==> src/design/gmd_pkg.sv <==
`timescale 1ns / 1ps
// ----------------------------------------------------------------------------
// gmd_pkg
// shared types, constants and the control store of the maze search sequencer
// ----------------------------------------------------------------------------
package gmd_pkg;

	// grid geometry
	localparam int GRID_SIDE  = 8;
	localparam int CELL_COUNT = GRID_SIDE * GRID_SIDE;
	localparam int POS_W      = $clog2(GRID_SIDE);
	localparam int IDX_W      = $clog2(CELL_COUNT);
	localparam int DEPTH_W    = $clog2(CELL_COUNT + 1);
	localparam int STK_W      = 2 * POS_W;

	// fixed field widths of the stream ports
	localparam int COORD_W     = 3;
	localparam int MARK_W      = 2;
	localparam int IN_TDATA_W  = 8;
	localparam int OUT_TDATA_W = 8;

	// configuration port
	localparam int APB_AW = 3;
	localparam int APB_DW = 32;
	localparam logic REG_ENTRY_ROW    = 1'b0;
	localparam logic REG_ENTRY_COLUMN = 1'b1;
	localparam logic [COORD_W-1:0] ENTRY_ROW_RESET    = 3'd5;
	localparam logic [COORD_W-1:0] ENTRY_COLUMN_RESET = 3'd2;

	// cell marks
	localparam logic [MARK_W-1:0] MARK_WALL    = 2'd0;
	localparam logic [MARK_W-1:0] MARK_OPEN    = 2'd1;
	localparam logic [MARK_W-1:0] MARK_VISITED = 2'd2;
	localparam logic [MARK_W-1:0] MARK_DEAD    = 2'd3;

	// neighbor order
	localparam logic [1:0] DIR_UP    = 2'd0;
	localparam logic [1:0] DIR_DOWN  = 2'd1;
	localparam logic [1:0] DIR_LEFT  = 2'd2;
	localparam logic [1:0] DIR_RIGHT = 2'd3;

	// datapath operations
	typedef enum logic [2:0] {
		OP_WAIT,
		OP_START,
		OP_TOP,
		OP_TOPD,
		OP_NREAD,
		OP_NCHK,
		OP_EREAD,
		OP_EOUT
	} op_t;

	// jump conditions
	typedef enum logic [3:0] {
		C_ALWAYS,
		C_NEVER,
		C_NO_RUN,
		C_OUT_BUSY,
		C_ENTRY_BAD,
		C_EMPTY,
		C_LAST_COL,
		C_NB_DONE,
		C_LAST_EMIT
	} cond_t;

	// control store addresses
	typedef enum logic [2:0] {
		ST_IDLE,
		ST_START,
		ST_TOP,
		ST_TOPD,
		ST_NREAD,
		ST_NCHK,
		ST_EREAD,
		ST_EOUT
	} step_t;

	typedef struct packed {
		op_t   op;
		cond_t hold;
		cond_t cond;
		step_t tgt_t;
		step_t tgt_f;
	} ctl_word_t;

	// datapath status seen by the sequencer
	typedef struct packed {
		logic run_taken;
		logic entry_bad;
		logic empty;
		logic last_col;
		logic nb_done;
		logic last_emit;
		logic out_busy;
	} status_t;

	// control store: hold keeps the step, else cond picks tgt_t or tgt_f
	function automatic ctl_word_t ucode(step_t s);
		ctl_word_t w;
		w = '{op: OP_WAIT, hold: C_NEVER, cond: C_ALWAYS, tgt_t: ST_IDLE, tgt_f: ST_IDLE};
		unique case (s)
			ST_IDLE:  w = '{op: OP_WAIT,  hold: C_NO_RUN,   cond: C_ALWAYS,
				tgt_t: ST_START, tgt_f: ST_START};
			ST_START: w = '{op: OP_START, hold: C_NEVER,    cond: C_ENTRY_BAD,
				tgt_t: ST_EREAD, tgt_f: ST_TOP};
			ST_TOP:   w = '{op: OP_TOP,   hold: C_NEVER,    cond: C_EMPTY,
				tgt_t: ST_EREAD, tgt_f: ST_TOPD};
			ST_TOPD:  w = '{op: OP_TOPD,  hold: C_NEVER,    cond: C_LAST_COL,
				tgt_t: ST_EREAD, tgt_f: ST_NREAD};
			ST_NREAD: w = '{op: OP_NREAD, hold: C_NEVER,    cond: C_ALWAYS,
				tgt_t: ST_NCHK,  tgt_f: ST_NCHK};
			ST_NCHK:  w = '{op: OP_NCHK,  hold: C_NEVER,    cond: C_NB_DONE,
				tgt_t: ST_TOP,   tgt_f: ST_NREAD};
			ST_EREAD: w = '{op: OP_EREAD, hold: C_NEVER,    cond: C_ALWAYS,
				tgt_t: ST_EOUT,  tgt_f: ST_EOUT};
			ST_EOUT:  w = '{op: OP_EOUT,  hold: C_OUT_BUSY, cond: C_LAST_EMIT,
				tgt_t: ST_IDLE,  tgt_f: ST_EREAD};
			default: ;
		endcase
		return w;
	endfunction

	function automatic logic range_ok(logic [COORD_W-1:0] r, logic [COORD_W-1:0] c);
		return (int'(r) < GRID_SIDE) && (int'(c) < GRID_SIDE);
	endfunction

	function automatic logic [POS_W-1:0] to_pos(logic [COORD_W-1:0] v);
		return POS_W'(v);
	endfunction

	function automatic logic [IDX_W-1:0] cell_idx(logic [POS_W-1:0] r, logic [POS_W-1:0] c);
		return IDX_W'(int'(r) * GRID_SIDE + int'(c));
	endfunction

endpackage

==> src/design/grid_maze_depth_first_search.sv <==
`timescale 1ns / 1ps
// load item: a new load may follow every cycle while s_tready is high (idle step)
// run item: START, then TOP/TOPD per stack look and NREAD/NCHK per neighbor tried,
//   then EREAD/EOUT per emitted cell (64 cells, EOUT holds while m_tready is low)
// each step pair is an address step and a data step of the registered-read memories
// reset clears the step counter, stack depth, flags and output valid; grid
// and stack memories are not cleared and hold garbage until loaded
// ----------------------------------------------------------------------------
// grid_maze_depth_first_search
// depth-first maze solver: microcoded sequencer over a grid and stack datapath
// ----------------------------------------------------------------------------
module grid_maze_depth_first_search import gmd_pkg::*; (
	input  logic                   clk,
	input  logic                   arst_n,
	// cell load / run stream
	input  logic                   s_tvalid,
	output logic                   s_tready,
	input  logic [IN_TDATA_W-1:0]  s_tdata,   // cell_row[2:0], cell_column[5:3], cell_open[6]
	input  logic [0:0]             s_tuser,   // kind[0]
	// mark stream
	output logic                   m_tvalid,
	input  logic                   m_tready,
	output logic [OUT_TDATA_W-1:0] m_tdata,   // cell_mark[1:0], path_found[2]
	output logic                   m_tlast,   // last_cell
	// configuration
	input  logic                   psel,
	input  logic                   penable,
	input  logic                   pwrite,
	input  logic [APB_AW-1:0]      paddr,
	input  logic [APB_DW-1:0]      pwdata,
	output logic [APB_DW-1:0]      prdata,
	output logic                   pready
);

	logic [COORD_W-1:0] entry_row_q;
	logic [COORD_W-1:0] entry_col_q;
	logic               cfg_wr;
	op_t                op;
	status_t            status;

	// apb registers, one word each, decoded on the word address bit
	assign pready = 1'b1;
	assign cfg_wr = psel && penable && pwrite && pready;

	always_ff @(posedge clk or negedge arst_n) begin
		if (!arst_n) begin
			entry_row_q <= ENTRY_ROW_RESET;
			entry_col_q <= ENTRY_COLUMN_RESET;
		end else if (cfg_wr) begin
			unique case (paddr[2])
				REG_ENTRY_ROW:    entry_row_q <= pwdata[COORD_W-1:0];
				REG_ENTRY_COLUMN: entry_col_q <= pwdata[COORD_W-1:0];
				default: ;
			endcase
		end
	end

	always_comb begin
		unique case (paddr[2])
			REG_ENTRY_ROW:    prdata = APB_DW'(entry_row_q);
			REG_ENTRY_COLUMN: prdata = APB_DW'(entry_col_q);
			default:          prdata = '0;
		endcase
	end

	// control store walks the search and the readout
	gmd_sequencer u_seq (
		.clk    (clk),
		.arst_n (arst_n),
		.status (status),
		.op     (op)
	);

	// grid, stack and output register
	gmd_datapath u_dp (
		.clk          (clk),
		.arst_n       (arst_n),
		.op           (op),
		.entry_row    (entry_row_q),
		.entry_column (entry_col_q),
		.s_tvalid     (s_tvalid),
		.s_tready     (s_tready),
		.s_tdata      (s_tdata),
		.s_tuser      (s_tuser),
		.m_tvalid     (m_tvalid),
		.m_tready     (m_tready),
		.m_tdata      (m_tdata),
		.m_tlast      (m_tlast),
		.status       (status)
	);

	// a run transfer closes the input until the grid has been read out
	a_run_blocks_input: assert property (@(posedge clk) disable iff (!arst_n)
		(s_tvalid && s_tready && s_tuser[0]) |=> !s_tready)
		else $error("input still open after run transfer");

	// an emit step with a free output register always presents a cell
	a_emit_loads_output: assert property (@(posedge clk) disable iff (!arst_n)
		(op == OP_EOUT && !status.out_busy) |=> m_tvalid)
		else $error("emit step did not load output register");

	// path flag stays the same across all cells of one readout
	a_found_steady: assert property (@(posedge clk) disable iff (!arst_n)
		(m_tvalid && m_tready && !m_tlast) |=>
		(!m_tvalid || (m_tdata[2] == $past(m_tdata[2]))))
		else $error("path flag changed within one readout");

	// a stalled cell keeps its payload until it is taken
	a_out_stable: assert property (@(posedge clk) disable iff (!arst_n)
		(m_tvalid && !m_tready) |=>
		(m_tvalid && $stable(m_tdata) && $stable(m_tlast)))
		else $error("cell payload changed while stalled");

endmodule

==> src/design/gmd_ram.sv <==
`timescale 1ns / 1ps
// ----------------------------------------------------------------------------
// gmd_ram
// generic one write port, one read port ram with registered read data
// ----------------------------------------------------------------------------
module gmd_ram #(
	parameter int WIDTH = 2,
	parameter int DEPTH = 64
) (
	input  logic                     clk,
	input  logic                     we,
	input  logic [$clog2(DEPTH)-1:0] waddr,
	input  logic [WIDTH-1:0]         wdata,
	input  logic [$clog2(DEPTH)-1:0] raddr,
	output logic [WIDTH-1:0]         rdata
);

	logic [WIDTH-1:0] mem_q [DEPTH];
	logic [WIDTH-1:0] rdata_q;

	always_ff @(posedge clk) begin
		if (we) begin
			mem_q[waddr] <= wdata;
		end
		rdata_q <= mem_q[raddr];
	end

	assign rdata = rdata_q;

endmodule

==> src/design/gmd_sequencer.sv <==
`timescale 1ns / 1ps
// ----------------------------------------------------------------------------
// gmd_sequencer
// step counter over the control store with conditional jumps
// ----------------------------------------------------------------------------
module gmd_sequencer import gmd_pkg::*; (
	input  logic    clk,
	input  logic    arst_n,
	input  status_t status,
	output op_t     op
);

	step_t     pc_q;
	step_t     pc_d;
	ctl_word_t cw;
	logic      hold;
	logic      take;

	function automatic logic cond_met(cond_t c, status_t st);
		logic r;
		r = 1'b0;
		case (c)
			C_ALWAYS:    r = 1'b1;
			C_NEVER:     r = 1'b0;
			C_NO_RUN:    r = !st.run_taken;
			C_OUT_BUSY:  r = st.out_busy;
			C_ENTRY_BAD: r = st.entry_bad;
			C_EMPTY:     r = st.empty;
			C_LAST_COL:  r = st.last_col;
			C_NB_DONE:   r = st.nb_done;
			C_LAST_EMIT: r = st.last_emit;
			default:     r = 1'b0;
		endcase
		return r;
	endfunction

	always_comb begin
		cw   = ucode(pc_q);
		hold = cond_met(cw.hold, status);
		take = cond_met(cw.cond, status);
		if (hold) begin
			pc_d = pc_q;
		end else if (take) begin
			pc_d = cw.tgt_t;
		end else begin
			pc_d = cw.tgt_f;
		end
	end

	assign op = cw.op;

	always_ff @(posedge clk or negedge arst_n) begin
		if (!arst_n) begin
			pc_q <= ST_IDLE;
		end else begin
			pc_q <= pc_d;
		end
	end

endmodule

==> src/design/gmd_datapath.sv <==
`timescale 1ns / 1ps
// ----------------------------------------------------------------------------
// gmd_datapath
// grid and stack memories, search registers and the output register
// ----------------------------------------------------------------------------
module gmd_datapath import gmd_pkg::*; (
	input  logic                   clk,
	input  logic                   arst_n,
	input  op_t                    op,
	input  logic [COORD_W-1:0]     entry_row,
	input  logic [COORD_W-1:0]     entry_column,
	input  logic                   s_tvalid,
	output logic                   s_tready,
	input  logic [IN_TDATA_W-1:0]  s_tdata,
	input  logic [0:0]             s_tuser,
	output logic                   m_tvalid,
	input  logic                   m_tready,
	output logic [OUT_TDATA_W-1:0] m_tdata,
	output logic                   m_tlast,
	output status_t                status
);

	logic               in_kind;
	logic [COORD_W-1:0] in_row;
	logic [COORD_W-1:0] in_col;
	logic               in_open;
	logic               in_take;
	logic               entry_bad;

	logic [POS_W-1:0]   cur_r_q, cur_c_q, nb_r_q, nb_c_q;
	logic [POS_W-1:0]   nb_r, nb_c;
	logic               nb_ok, nb_ok_q, nb_hit, nb_done;
	logic [1:0]         dir_q;
	logic [DEPTH_W-1:0] depth_q;
	logic               found_q;
	logic [IDX_W-1:0]   ecnt_q;
	logic               last_emit;
	logic               out_busy;
	logic               out_load;

	logic               m_valid_q;
	logic [MARK_W-1:0]  m_mark_q;
	logic               m_found_q;
	logic               m_last_q;

	logic               g_we;
	logic [IDX_W-1:0]   g_waddr, g_raddr;
	logic [MARK_W-1:0]  g_wdata, g_rdata;
	logic               stk_we;
	logic [IDX_W-1:0]   stk_waddr, stk_raddr;
	logic [STK_W-1:0]   stk_wdata, stk_rdata;
	logic [POS_W-1:0]   stk_r, stk_c;
	logic               last_col;

	// input fields
	assign in_kind = s_tuser[0];
	assign in_row  = s_tdata[2:0];
	assign in_col  = s_tdata[5:3];
	assign in_open = s_tdata[6];

	assign s_tready  = (op == OP_WAIT);
	assign in_take   = s_tvalid && s_tready;
	assign entry_bad = !range_ok(entry_row, entry_column);

	assign stk_r    = stk_rdata[STK_W-1:POS_W];
	assign stk_c    = stk_rdata[POS_W-1:0];
	assign last_col = (stk_c == POS_W'(GRID_SIDE - 1));

	// neighbor in the current direction
	always_comb begin
		nb_r  = cur_r_q;
		nb_c  = cur_c_q;
		nb_ok = 1'b0;
		case (dir_q)
			DIR_UP: begin
				nb_ok = (cur_r_q != '0);
				nb_r  = cur_r_q - POS_W'(1);
			end
			DIR_DOWN: begin
				nb_ok = (cur_r_q != POS_W'(GRID_SIDE - 1));
				nb_r  = cur_r_q + POS_W'(1);
			end
			DIR_LEFT: begin
				nb_ok = (cur_c_q != '0);
				nb_c  = cur_c_q - POS_W'(1);
			end
			default: begin
				nb_ok = (cur_c_q != POS_W'(GRID_SIDE - 1));
				nb_c  = cur_c_q + POS_W'(1);
			end
		endcase
	end

	assign nb_hit    = nb_ok_q && (g_rdata == MARK_OPEN);
	assign nb_done   = nb_hit || (dir_q == DIR_RIGHT);
	assign last_emit = (ecnt_q == IDX_W'(CELL_COUNT - 1));
	assign out_busy  = m_valid_q && !m_tready;
	assign out_load  = (op == OP_EOUT) && !out_busy;

	// memory ports
	always_comb begin
		g_we      = 1'b0;
		g_waddr   = '0;
		g_wdata   = MARK_WALL;
		g_raddr   = ecnt_q;
		stk_we    = 1'b0;
		stk_waddr = '0;
		stk_wdata = '0;
		stk_raddr = IDX_W'(depth_q - DEPTH_W'(1));
		case (op)
			OP_WAIT: begin
				if (in_take && !in_kind && range_ok(in_row, in_col)) begin
					g_we    = 1'b1;
					g_waddr = cell_idx(to_pos(in_row), to_pos(in_col));
					g_wdata = in_open ? MARK_OPEN : MARK_WALL;
				end
			end
			OP_START: begin
				if (!entry_bad) begin
					g_we      = 1'b1;
					g_waddr   = cell_idx(to_pos(entry_row), to_pos(entry_column));
					g_wdata   = MARK_VISITED;
					stk_we    = 1'b1;
					stk_waddr = '0;
					stk_wdata = {to_pos(entry_row), to_pos(entry_column)};
				end
			end
			OP_NREAD: begin
				g_raddr = cell_idx(nb_r, nb_c);
			end
			OP_NCHK: begin
				if (nb_hit) begin
					g_we    = 1'b1;
					g_waddr = cell_idx(nb_r_q, nb_c_q);
					g_wdata = MARK_VISITED;
					if (depth_q < DEPTH_W'(CELL_COUNT)) begin
						stk_we    = 1'b1;
						stk_waddr = IDX_W'(depth_q);
						stk_wdata = {nb_r_q, nb_c_q};
					end
				end else if (dir_q == DIR_RIGHT) begin
					g_we    = 1'b1;
					g_waddr = cell_idx(cur_r_q, cur_c_q);
					g_wdata = MARK_DEAD;
				end
			end
			default: ;
		endcase
	end

	gmd_ram #(.WIDTH(MARK_W), .DEPTH(CELL_COUNT)) u_grid (
		.clk   (clk),
		.we    (g_we),
		.waddr (g_waddr),
		.wdata (g_wdata),
		.raddr (g_raddr),
		.rdata (g_rdata)
	);

	gmd_ram #(.WIDTH(STK_W), .DEPTH(CELL_COUNT)) u_stack (
		.clk   (clk),
		.we    (stk_we),
		.waddr (stk_waddr),
		.wdata (stk_wdata),
		.raddr (stk_raddr),
		.rdata (stk_rdata)
	);

	// control registers
	always_ff @(posedge clk or negedge arst_n) begin
		if (!arst_n) begin
			depth_q   <= '0;
			found_q   <= 1'b0;
			dir_q     <= DIR_UP;
			ecnt_q    <= '0;
			nb_ok_q   <= 1'b0;
			m_valid_q <= 1'b0;
		end else begin
			case (op)
				OP_START: begin
					depth_q <= entry_bad ? DEPTH_W'(0) : DEPTH_W'(1);
					found_q <= 1'b0;
					ecnt_q  <= '0;
				end
				OP_TOPD: begin
					dir_q   <= DIR_UP;
					found_q <= last_col;
				end
				OP_NREAD: begin
					nb_ok_q <= nb_ok;
				end
				OP_NCHK: begin
					if (nb_hit) begin
						if (depth_q < DEPTH_W'(CELL_COUNT)) begin
							depth_q <= depth_q + DEPTH_W'(1);
						end
					end else if (dir_q == DIR_RIGHT) begin
						depth_q <= depth_q - DEPTH_W'(1);
					end else begin
						dir_q <= dir_q + 2'd1;
					end
				end
				OP_EOUT: begin
					if (out_load) begin
						ecnt_q <= ecnt_q + IDX_W'(1);
					end
				end
				default: ;
			endcase
			if (out_load) begin
				m_valid_q <= 1'b1;
			end else if (m_tready) begin
				m_valid_q <= 1'b0;
			end
		end
	end

	// payload registers
	always_ff @(posedge clk) begin
		if (op == OP_TOPD) begin
			cur_r_q <= stk_r;
			cur_c_q <= stk_c;
		end
		if (op == OP_NREAD) begin
			nb_r_q <= nb_r;
			nb_c_q <= nb_c;
		end
		if (out_load) begin
			m_mark_q  <= g_rdata;
			m_found_q <= found_q;
			m_last_q  <= last_emit;
		end
	end

	assign m_tvalid = m_valid_q;
	assign m_tdata  = {(OUT_TDATA_W - MARK_W - 1)'(0), m_found_q, m_mark_q};
	assign m_tlast  = m_last_q;

	assign status = '{
		run_taken: in_take && in_kind,
		entry_bad: entry_bad,
		empty:     (depth_q == '0),
		last_col:  last_col,
		nb_done:   nb_done,
		last_emit: last_emit,
		out_busy:  out_busy
	};

endmodule
==> config.mk <==
export PLATFORM = sky130hd
export DESIGN_NAME = grid_maze_depth_first_search
export DESIGN_NICKNAME = d
export VERILOG_FILES = /design/src/design/gmd_pkg.sv /design/src/design/grid_maze_depth_first_search.sv /design/src/design/gmd_ram.sv /design/src/design/gmd_sequencer.sv /design/src/design/gmd_datapath.sv
export SDC_FILE = /design/constraint.sdc
export NUM_CORES = 1
export LEC_CHECK = 0
export ABC_AREA = 1
export BUFFER_PORTS_ARGS = -buffer_cell sky130_fd_sc_hd__buf_2
export CAP_MARGIN = 40
export CORE_MARGIN = 5
export CORE_UTILIZATION = 45
export DETAILED_ROUTE_END_ITERATION = 8
export GPL_TIMING_DRIVEN = 1
export SETUP_SLACK_MARGIN = 0.5
export SLEW_MARGIN = 40
export SYNTH_ARGS = -nofsm -noshare
export SYNTH_HDL_FRONTEND = slang
export SYNTH_HIERARCHICAL = 1
export SYNTH_SLANG_ARGS = --single-unit
==> constraint.sdc <==
create_clock -name clk -period 8.6 [get_ports clk]
set_input_delay 0.43 -clock clk [delete_from_list [all_inputs] [get_ports clk]]
set_output_delay 0.43 -clock clk [all_outputs]
set_load 0.005 [all_outputs]
### Yosys cells after proc, flatten, opt, wreduce, memory -nomap -nowiden

Memory sizes are Yosys's and may differ from the RTL's. A register that Yosys moved wholly into a read port is not among the register bits.
Index checks and enable logic that the tools add are counted.

| cells by class | value |
|---|---|
| add/subtract/negate cells | 13 |
| $lt $le $gt $ge | 1 |
| equality and inequality tests | 30 |
| muxes and demuxes | 46 |
| bitwise logic cells | 1 |
| reduce and logical (&&, ||, !) cells | 31 |

Operators with widths:

| operator | number |
|---|---|
| one-hot mux 32 bit (2 select lines) | 1 |
| two-way mux 6 bit | 10 |
| adder 6 x 3 -> 6 bit | 5 |
| equality test 4 x 3 -> 1 bit (second input constant) | 6 |
| one-hot mux 6 bit (2 select lines) | 2 |
| two-way mux 7 bit | 3 |
| one-hot mux 6 bit (3 select lines) | 1 |
| equality test 4 x 2 -> 1 bit (second input constant) | 4 |
| one-hot mux 1 bit (7 select lines) | 2 |
| one-hot mux 7 bit (2 select lines) | 1 |
| equality test 3 bit (second input constant) | 4 |
| two-way mux 1 bit | 12 |
| one-hot mux 3 bit (2 select lines) | 2 |
| two-way mux 2 bit | 5 |
| nonzero test 2 bit | 5 |
| inequality test 3 bit (second input constant) | 3 |
| equality test 4 bit (second input constant) | 2 |
| logical AND 1 bit | 8 |
| zero test 4 bit | 2 |
| adder 7 x 1 -> 7 bit (second input constant) | 1 |
| zero test 7 bit | 1 |
| less-than comparator 7 bit (second input constant) | 1 |
| subtractor 7 x 1 -> 7 bit (second input constant) | 1 |
| adder 3 x 1 -> 3 bit (second input constant) | 2 |
| 25 further kinds | 38 |

| word-level totals | value |
|---|---|
| register bits after elaboration | 43 |
| RAM bits | 512 |
| ROM bits | 120 |
| input port bits | 51 |
| output and inout bits | 44 |
| word-level logic and storage cells | 141 |
| memories | 3 |

Memory list:

| name | depth | width | rd ports | clocked after Yosys merged registers in | write ports | line | RTL |
|---|---|---|---|---|---|---|---|
| u_dp.u_stack.mem_q | 64 | 6 | 1 | 1 | 1 | gmd_ram.sv:18 | `logic [WIDTH-1:0] mem_q [DEPTH];` |
| u_dp.u_grid.mem_q | 64 | 2 | 1 | 1 | 1 | gmd_ram.sv:18 |  |
| (no name shown) | 8 | 15 | 1 | 0 | 0 | gmd_pkg.sv:102 | `unique case (s)` |

### Logic depth before layout (Yosys ltp)

Gate-level depths: netlist of the first run.
An unclocked memory read counts as a cell.

| logic depth | value |
|---|---|
| depth after elaboration | 8 |
| gate-level depth with buffers | 19 |
| mapped depth without buffers | 17 |

### Modules after synthesis

The synthesis of the first run kept the hierarchy.

By module, submodules not included:

| module | times used | cells each | area an instance (um^2) | seq. area each (um^2) |
|---|---|---|---|---|
| gmd_ram at u_dp.u_stack | 1 | 1,376 | 15,930.3 | 11,651.2 |
| gmd_ram at u_dp.u_grid | 1 | 520 | 5,614.1 | 3,883.7 |
| gmd_datapath | 1 | 335 | 2,402.3 | 930.9 |
| grid_maze_depth_first_search | 1 | 72 | 546.8 | 153.9 |
| gmd_sequencer | 1 | 80 | 505.5 | 75.1 |

### Worst setup path after synthesis of the first run

Ideal clock, no wire load.

| path | value |
|---|---|
| kind | flip-flop to flip-flop |
| start point | reg u_seq.pc_q[0] |
| end point | mem u_dp/u_stack/mem_q[0][5] in the netlist's numbering, data pin |
| setup time | 0.518 ns |
| arrival | 2.787 ns |
| required time | 8.082 ns |
| path slack | 5.295 ns |
| cell stages (with the launch flop) | 8 |
| path buffers | 1 |
| clock period less this slack | 3.305 ns |
| cell sequence | dfrtp_1 inv_2 nor2_4 nand2_1 nor2_1 buf_4 nand2_1 o21ai_1 |

| between the ends | value |
|---|---|
| longest elaborated chain between the ends | 3 |
| elaborated cells between the ends (all ways) | 4 |
| those cells by class | eq/ne: 2; mux: 1; memory: 1 |

Ends and longest elaborated chain:

| what | line | RTL |
|---|---|---|
| start: declaration | gmd_sequencer.sv:13 | `step_t pc_q;` |
| start signal: assignment | gmd_sequencer.sv:56 | `pc_q <= pc_d;` |
| memory read (8 x 15 bit) * | - |  |
| equality test 3 bit or equality test 3 x 1 -> 1 bit (tied branches) | gmd_datapath.sv:110 | `case (op)` |
| one-hot mux 6 bit (2 select lines) * | gmd_datapath.sv:110 |  |
| via u_dp.stk_wdata[5] | gmd_datapath.sv:51 | `logic [STK_W-1:0] stk_wdata, stk_rdata;` |
| end: declaration | gmd_ram.sv:18 |  |

Mark *: on every way through the listed nets, which the timed path passes. The rest lies on a longest branch.

### Worst setup path in the final report of the first run

| path | value |
|---|---|
| start point | reg u_dp.u_grid.rdata_q[0], in the netlist u_dp/u_grid/rdata[0], read port of u_dp.u_grid.mem_q |
| end point | mem u_dp/u_stack/mem_q[14][3] in the netlist's numbering (enable) |

| between the ends | value |
|---|---|
| elaborated cells between the ends (all ways) | 8 |
| those cells by class | eq/ne: 1; mux: 6; reduce/logical: 1 |

RTL lines:

| what | line | RTL |
|---|---|---|
| start: declaration | gmd_ram.sv:19 | `logic [WIDTH-1:0] rdata_q;` |
| equality test 2 x 1 -> 1 bit | gmd_datapath.sv:94 | `assign nb_hit = nb_ok_q && (g_rdata == MARK_OPEN);` |
| logical AND 1 bit | gmd_datapath.sv:94 |  |
| two-way mux 6 bit | gmd_datapath.sv:132 | `if (nb_hit) begin` |
| two-way mux 6 bit | - |  |
| via u_dp.stk_waddr[2] | gmd_datapath.sv:50 | `logic [IDX_W-1:0] stk_waddr, stk_raddr;` |

The timed path passes the listed nets, and every way through them passes these cells.

==> out/metrics.cfg, run 1 <==
[layout]
syn_to_final_growth_pct = 9.32
drive_gt1_share_pct = 7.25
antenna_cells = 0
layout.nets = 2435
final.fill_count = 5029

[timing]
drv_slew = 0
max_freq_mhz = 211
final.setup_skew_ps = 81.1
post-route-period-util_pct = 55.2
rsz0062_at_grt = false
hold_violations = 0
tightest_slew_ps = 890
setup_viol = 0
slew_headroom_pct = 40.5
min_period_ps = 4750
tns_ps = 0

[synthesis]
syn_inst = 2383
ys_warn_count = 6
synthesis.area_mm2 = 0.0250
avgSynthCellArea_um2 = 10.5
ys_ff_latch = 563
synth_area_leaders = edfxtp_1, nand2_1, nand3_1
ys_seq_area_share_pct = 66.8
synth_ff_type = edfxtp_1
yosysTopAreaCellShare_pct = 63.4
ys_types = 38
synth_edf_count = 528
ys_top_cells_by_count = nand2_1, edfxtp_1, nand3_1
synth.most_common_cell = nand2_1
async_flop_share_pct = 4.80
synth_top_area_cell = edfxtp_1

[critical_path]
crit_top_cell = nor2_1
endpoint_kind = register
worstPathMaxFanout = 11
critPathCapture = u_dp/u_stack/mem_q[14][3]
critPathSlowestCell = nor2_1
worstPathRequired_ps = 8820
crit_path_start = u_dp/u_grid/rdata[0]
critPathArrivalTime_ps = 4970
crit_type = register to register
path_cells = nand3_1, nor2_1, nand2_1, nor2_1, nand4_1, nor2_1
crit_path_start_kind = register
r2r-start = u_dp/u_grid/rdata[0]
reg2reg_depth = 6
slowest_delay_ps = 860
r2r_slack_ps = 3850
r2r_end = u_dp/u_stack/mem_q[14][3]

[floorplan]
dieArea_mm2 = 0.0604
pin_count = 95
dieWidth_um = 246
core_mm2 = 0.0551
die_h_um = 246
fp-row-count = 86
start_util_pct = 45.4

[route]
drtIter0Drc = 1473
final_antenna_net_count = 0
via_count = 16848
totalWireLength_um = 59000
drc_errors = 0
wire_per_inst_um = 18.6
drt-vias-per-instance = 5.33
firstDrtPassIters = 6

[clock_network]
cts-resized-gates = 0
insertion_delay_ps = 670
cts_sinks = 563
clk_pin_slew_ps = 60
cts_buffer_depth = 3
post-cts-setup-buffers = 0
postCtsHoldBufs = 1
root_buffer = clkbuf_16
h-tree-depth = 2
tritoncts = built
cts-buffers-inserted = 58

[power]
power_switching_share_pct = 41.7
ir_drop_mv = 0.316
sequentialPowerShare_pct = 34.9
switchingPower_mw = 4.08
leakage_nw = 10.2
intPower_mw = 5.70
clockPowerShare_pct = 24.4
fin_total_pwr_mw = 9.78
pwr-share-comb_pct = 40.7
power-per-cell-area_mw_per_mm2 = 358

[global_routing]
grt_max_degree = 104
track_usage_pct = 19.3
grt_pass1_vias = 16168
grt_pass1_wl_um = 92000
grt_overflow = 0
antenna_found_initial = 0

[min_path]
min_path_type = primary input to register

[placement]
routabilityCongestion = 0.860
port_buffers = 27
hpwl_um = 34600

[job]
max_cap_violations = 0

[run_status]
status = complete, no violations

==> how the worst min path moves through the flow <==
stage                                      from              end  slack [ps]  cells past startpoint
final                                 pwdata[0]   entry_row_q[0]          80                      3
after global routing                  pwdata[1]   entry_col_q[1]          80                      3
after CTS                             pwdata[0]   entry_row_q[0]          50                      3
after detailed placement  u_dp/u_stack/rdata[2]  u_dp/cur_c_q[2]         410                      0
after global placement    u_dp/u_stack/rdata[2]  u_dp/cur_c_q[2]         410                      0
after floorplan                          arst_n   entry_col_q[0]         130                      0
==> cell type report <==
class                   instances  area [um2]  area share, %
clock buffers                  73        1510           5.52
clock inverters                34         318           1.16
inverters                      85         337           1.23
multi-input cells            1607        7180           26.3
flip-flops and latches        563       16700           61.1
well taps                     748         936           3.42
repair buffers                 53         357           1.30
==> power by group through the flow <==
stage | registers, mW | clock network (mW) | logic (mW)
finish | 3.41 | 2.39 | 3.98
global route | 3.42 | 2.57 | 4.46
CTS | 3.41 | 2.45 | 3.97
detailed placement | 3.47 | 0 | 3.96
global placement | 3.46 | 0 | 3.90
floorplan | 3.43 | 0 | 2.90
==> layout by cell type, fill, tap and decap left out, types with 7 or more instances in the layout <==
| cell type | n |
|---|---|
| nand2_2 | 12 |
| a21oi_1 | 7 |
| clkinv_2 | 10 |
| clkinv_1 | 13 |
| ha_1 | 14 |
| clkbuf_16 | 58 |
| nor4_1 | 14 |
| nand3_1 | 495 |
| edfxtp_1 | 528 |
| inv_1 | 75 |
| buf_4 | 21 |
| dfrtp_1 | 24 |
| clkbuf_1 | 15 |
| nor2_1 | 142 |
| buf_2 | 27 |
| dfxtp_1 | 8 |
| conb_1 | 36 |
| nand2_1 | 792 |
| o21ai_0 | 23 |
| nand4_1 | 32 |
==> worst max-delay path, delay by kind of cell, from the launching register on <==
family / cells / cell delay (ps)
flops: 1 / 420
simple gates: 6 / 3900
==> sequential cells by signal, indices dropped and copies added, names as in the netlist <==
register            count
entry_col_q             3
entry_row_q             3
u_dp/cur_c_q            3
u_dp/cur_r_q            3
u_dp/depth_q            7
u_dp/dir_q              2
u_dp/ecnt_q             6
u_dp/found_q            1
u_dp/m_found_q          1
u_dp/m_mark_q           2
u_dp/m_tlast            1
u_dp/m_tvalid           1
u_dp/nb_c_q             3
u_dp/nb_ok_q            1
u_dp/nb_r_q             3
u_dp/u_grid/mem_q     128
u_dp/u_grid/rdata       2
u_dp/u_stack/mem_q    384
u_dp/u_stack/rdata      6
u_seq/pc_q              3
==> through the flow <==
| step | instances | instance area (um2) | hold WS (ps) | utilization, % | setup WS [ps] |
|---|---|---|---|---|---|
| 2_1_floorplan | 2416 | 25100 | 134 | - | 5300 |
| 5_1_grt | 3163 | 27300 | 79.1 | 49.6 | 3650 |
| 3_5_place_dp | 3055 | 25500 | 413 | 46.3 | 4020 |
| 6_report | 3163 | 27300 | 75.4 | 49.6 | 3850 |
| 3_3_place_gp | 3054 | 25400 | 412 | 46.2 | 4180 |
| 4_1_cts | 3163 | 27300 | 46.5 | 49.6 | 3910 |
==> metal layers <==
metal	part of all wire, %	up-vias	GRT usage [%]
met3	7.0	92	3.67
met1	43	8130	26.9
met5	0	-	0
met4	2.3	0	5.25
li1	-	8098	-
met2	47	528	31.5
==> cells by family after synthesis <==
family	count (synthesis)	share of synthesized area, %
and+or+nand+nor	1509	26.0
DFF	563	66.8
AOI/OAI and AO/OA	39	0.831
other	3	0.0450
xor gates and xnor gates	7	0.245
adders and majority gates	16	0.861
buffers and inverters	246	5.23
Note: power is estimated with default switching activity, not from simulation.
==> run 2: changes to the inputs <==
ABC_AREA = 0   (was 1)
clock period = 4.1 ns   (was 8.6 ns; I/O delays follow)
==> run 2 against run 1 <==
Compared with the run above:
- die area down 3.5%
- sequential share of layout area increased by 0.98 points
- largest cell class unchanged
- flip-flop and latch count did not move
- routed wire length is 12% lower
- highest routed layer unchanged
- design area is 1.6% lower
- total power rose by 100%
- utilization increased by 1.4 points
- critical endpoint is now u_dp/u_stack/mem_q[15][3]
- register-to-register slack worse by 3400 ps
- global-route usage shrank 1.5 points
==> out/metrics.cfg, run 2 <==
[run_status]
status = complete, no violations

[timing]
min_period_ps = 3630
slew_headroom_pct = 49.4
final.setup_skew_ps = 30.4
setup_viol = 0
tightest_slew_ps = 756
rsz0062_at_grt = true
post-route-period-util_pct = 88.4
drv_slew = 0
hold_violations = 0
worst_slack_ps = 475
max_freq_mhz = 276

[synthesis]
async_flop_share_pct = 4.80
ys_top_cells_by_count = edfxtp_1, nor2_1, mux4_2
ys_warn_count = 6
syn_inst = 1420
yosysTopAreaCellShare_pct = 65.8
synth.most_common_cell = edfxtp_1
ys_seq_area_share_pct = 69.3
ys_types = 83
synthesis.area_mm2 = 0.0241
synth_edf_count = 528
synth_area_leaders = edfxtp_1, mux4_2, nor2_1
synth_top_area_cell = edfxtp_1
avgSynthCellArea_um2 = 17.0
synth_ff_type = edfxtp_1
ys_ff_latch = 563

[critical_path]
critPathArrivalTime_ps = 3860
r2r_slack_ps = 470
critPathTopFamily = simple AND/OR/NAND/NOR gates
path_buf_inv = 1
crit_type = register to register
endpoint_kind = register
crit_path_start = u_dp/u_grid/rdata[0]
crit_path_start_kind = register
path_cells = nand3b_1, nor4_2, buf_4, and2_1, nand4_1, nor2_1
r2r_end = u_dp/u_stack/mem_q[15][3]
crit_cells = 6
worstPathMaxFanout = 14
slowest_delay_ps = 820
worstPathRequired_ps = 4340
r2r-start = u_dp/u_grid/rdata[0]
reg2reg_depth = 6
critPathCapture = u_dp/u_stack/mem_q[15][3]
critPathSlowestCell = nor2_1

[global_routing]
grt_max_degree = 93
grt_pass1_wl_um = 78900
grt_pass1_vias = 12917
antenna_found_initial = 0
grt_overflow = 0
track_usage_pct = 17.9

[clock_network]
root_buffer = clkbuf_16
post-cts-setup-buffers = 0
cts_buffer_depth = 3
insertion_delay_ps = 610
clk_pin_slew_ps = 60
cts-buffers-inserted = 58
cts_sinks = 563
h-tree-depth = 2
tritoncts = built

[power]
ir_drop_mv = 0.457
intPower_mw = 12.9
pwr-share-comb_pct = 38.0
clockPowerShare_pct = 25.3
leakage_nw = 8.68
power-per-cell-area_mw_per_mm2 = 730
sequentialPowerShare_pct = 36.7
power_switching_share_pct = 34.1
switchingPower_mw = 6.70

[job]
max_cap_violations = 0

[layout]
top_register = u_dp/u_stack/mem_q
syn_to_final_growth_pct = 11.7
largest_reg_flops = 384
final.fill_count = 4318
multi_input_area_mm2 = 0.00681
reg_top3 = u_dp/u_stack/mem_q: 384 flops, u_dp/u_grid/mem_q: 128 flops, u_dp/depth_q: 7 flops
final_common_cell = edfxtp_1
final_core_util_pct = 51.0
regArea_mm2 = 0.0167
mostFrequentLayoutCells = edfxtp_1, nor2_1, mux4_2, clkbuf_16, buf_4
drive_gt1_share_pct = 22.5
finalInstanceArea_mm2 = 0.0269
layout.nets = 1552

[placement]
routabilityCongestion = 0.783
hpwl_um = 32500
port_buffers = 27
place_ws_ps = 533
placed_cell_area_mm2 = 0.0249

[route]
firstDrtPassIters = 5
drc_errors = 0
final_antenna_net_count = 0
totalWireLength_um = 52100
drtIter0Drc = 1132
wire_per_inst_um = 23.5
via_count = 12814
drt-vias-per-instance = 5.77

[floorplan]
dieWidth_um = 241
core_mm2 = 0.0528
fp-row-count = 84
dieArea_mm2 = 0.0582
start_util_pct = 45.6
pin_count = 95
die_h_um = 241

[min_path]
hold_start = paddr[2]
min_path_type = primary input to register

## run 2: cell types whose count changed after synthesis, moves of 22 or more
| cell | delta |
|---|---|
| buf_2 | -42 |
| nor2_1 | +22 |
| mux2i_1 | +24 |
| nand2_1 | -759 |
| inv_1 | -58 |
| mux2_2 | +30 |
| nand3_1 | -469 |
| mux4_2 | +116 |
| nor2b_1 | +25 |
| nand4_1 | -24 |
## run 2: logic make-up after synthesis
family                     Yosys count  synth area share, %
and+or+nand+nor                    358                 7.34
buffers and inverters              135                 3.37
xor gates and xnor gates            10                0.364
AOI/OAI and AO/OA                  157                 4.65
muxes                              178                 14.0
adders and majority gates           16                0.894
other                                3               0.0468
DFF                                563                 69.3
## run 2: power by group through the flow
stage / sequential (mW) / clock (mW) / combinational [mW]
floorplan: 7.24 / 0 / 5.38
global placement: 7.32 / 0 / 7.36
detailed placement: 7.33 / 0 / 7.43
CTS: 7.21 / 5.08 / 7.47
global route: 7.24 / 5.33 / 8.05
finish: 7.21 / 4.97 / 7.47
## run 2: final cells by class
| class | count | area share [%] |
|---|---|---|
| sequential | 563 | 62.1 |
| multi-input combinational | 755 | 25.3 |
| clock buffer | 84 | 5.99 |
| tap | 688 | 3.20 |
| timing repair buffer | 84 | 2.40 |
| clock inverter | 22 | 0.665 |
| inverter | 23 | 0.354 |
| antenna | 1 | 0.00930 |
## run 2: worst reg2reg max path: stages (launching register included)
cell      delay (ps)
dfxtp_1          430
nand3b_1         420
nor4_2           280
buf_4            240
and2_1           380
nand4_1          690
nor2_1           820
## run 2: repair_timing
| item | CTS | global route |
|---|---|---|
| endpoints found under the hold margin | 31 | 0 |
| setup endpoints to repair | 6 | 165 |
| gates resized for setup | 1 | 12 |
| hold buffers | 10 | 0 |
## run 2: routing by layer
layer,share of wire [%],track usage [%],vias to the layer above
li1,-,-,5688
met1,44,26.2,6602
met2,47,28.1,446
met3,6.6,3.47,78
met4,2.1,4.39,0
met5,0,0,-
## run 2: worst min path at each step
| stage | end | slack, ps | cells past startpoint |
|---|---|---|---|
| 2_1_floorplan | entry_col_q[0] | -90 | 0 |
| 3_3_place_gp | u_seq/pc_q[2] | 290 | 1 |
| 3_5_place_dp | u_seq/pc_q[2] | 300 | 1 |
| 4_1_cts | entry_col_q[0] | 7 | 3 |
| 5_1_grt | entry_col_q[0] | 40 | 3 |
| 6_report | entry_col_q[0] | 50 | 3 |
## run 2: metrics by stage
stage	power, mW	std cells	hold WS, ps	setup TNS, ps
final	19.6	2220	45.4	0
after floorplan	12.6	1453	-90.6	-57380
after detailed placement	14.8	2102	297	0
after global placement	14.7	2102	289	0
after global routing	20.6	2219	41.4	0
after CTS	19.8	2218	7.03	0
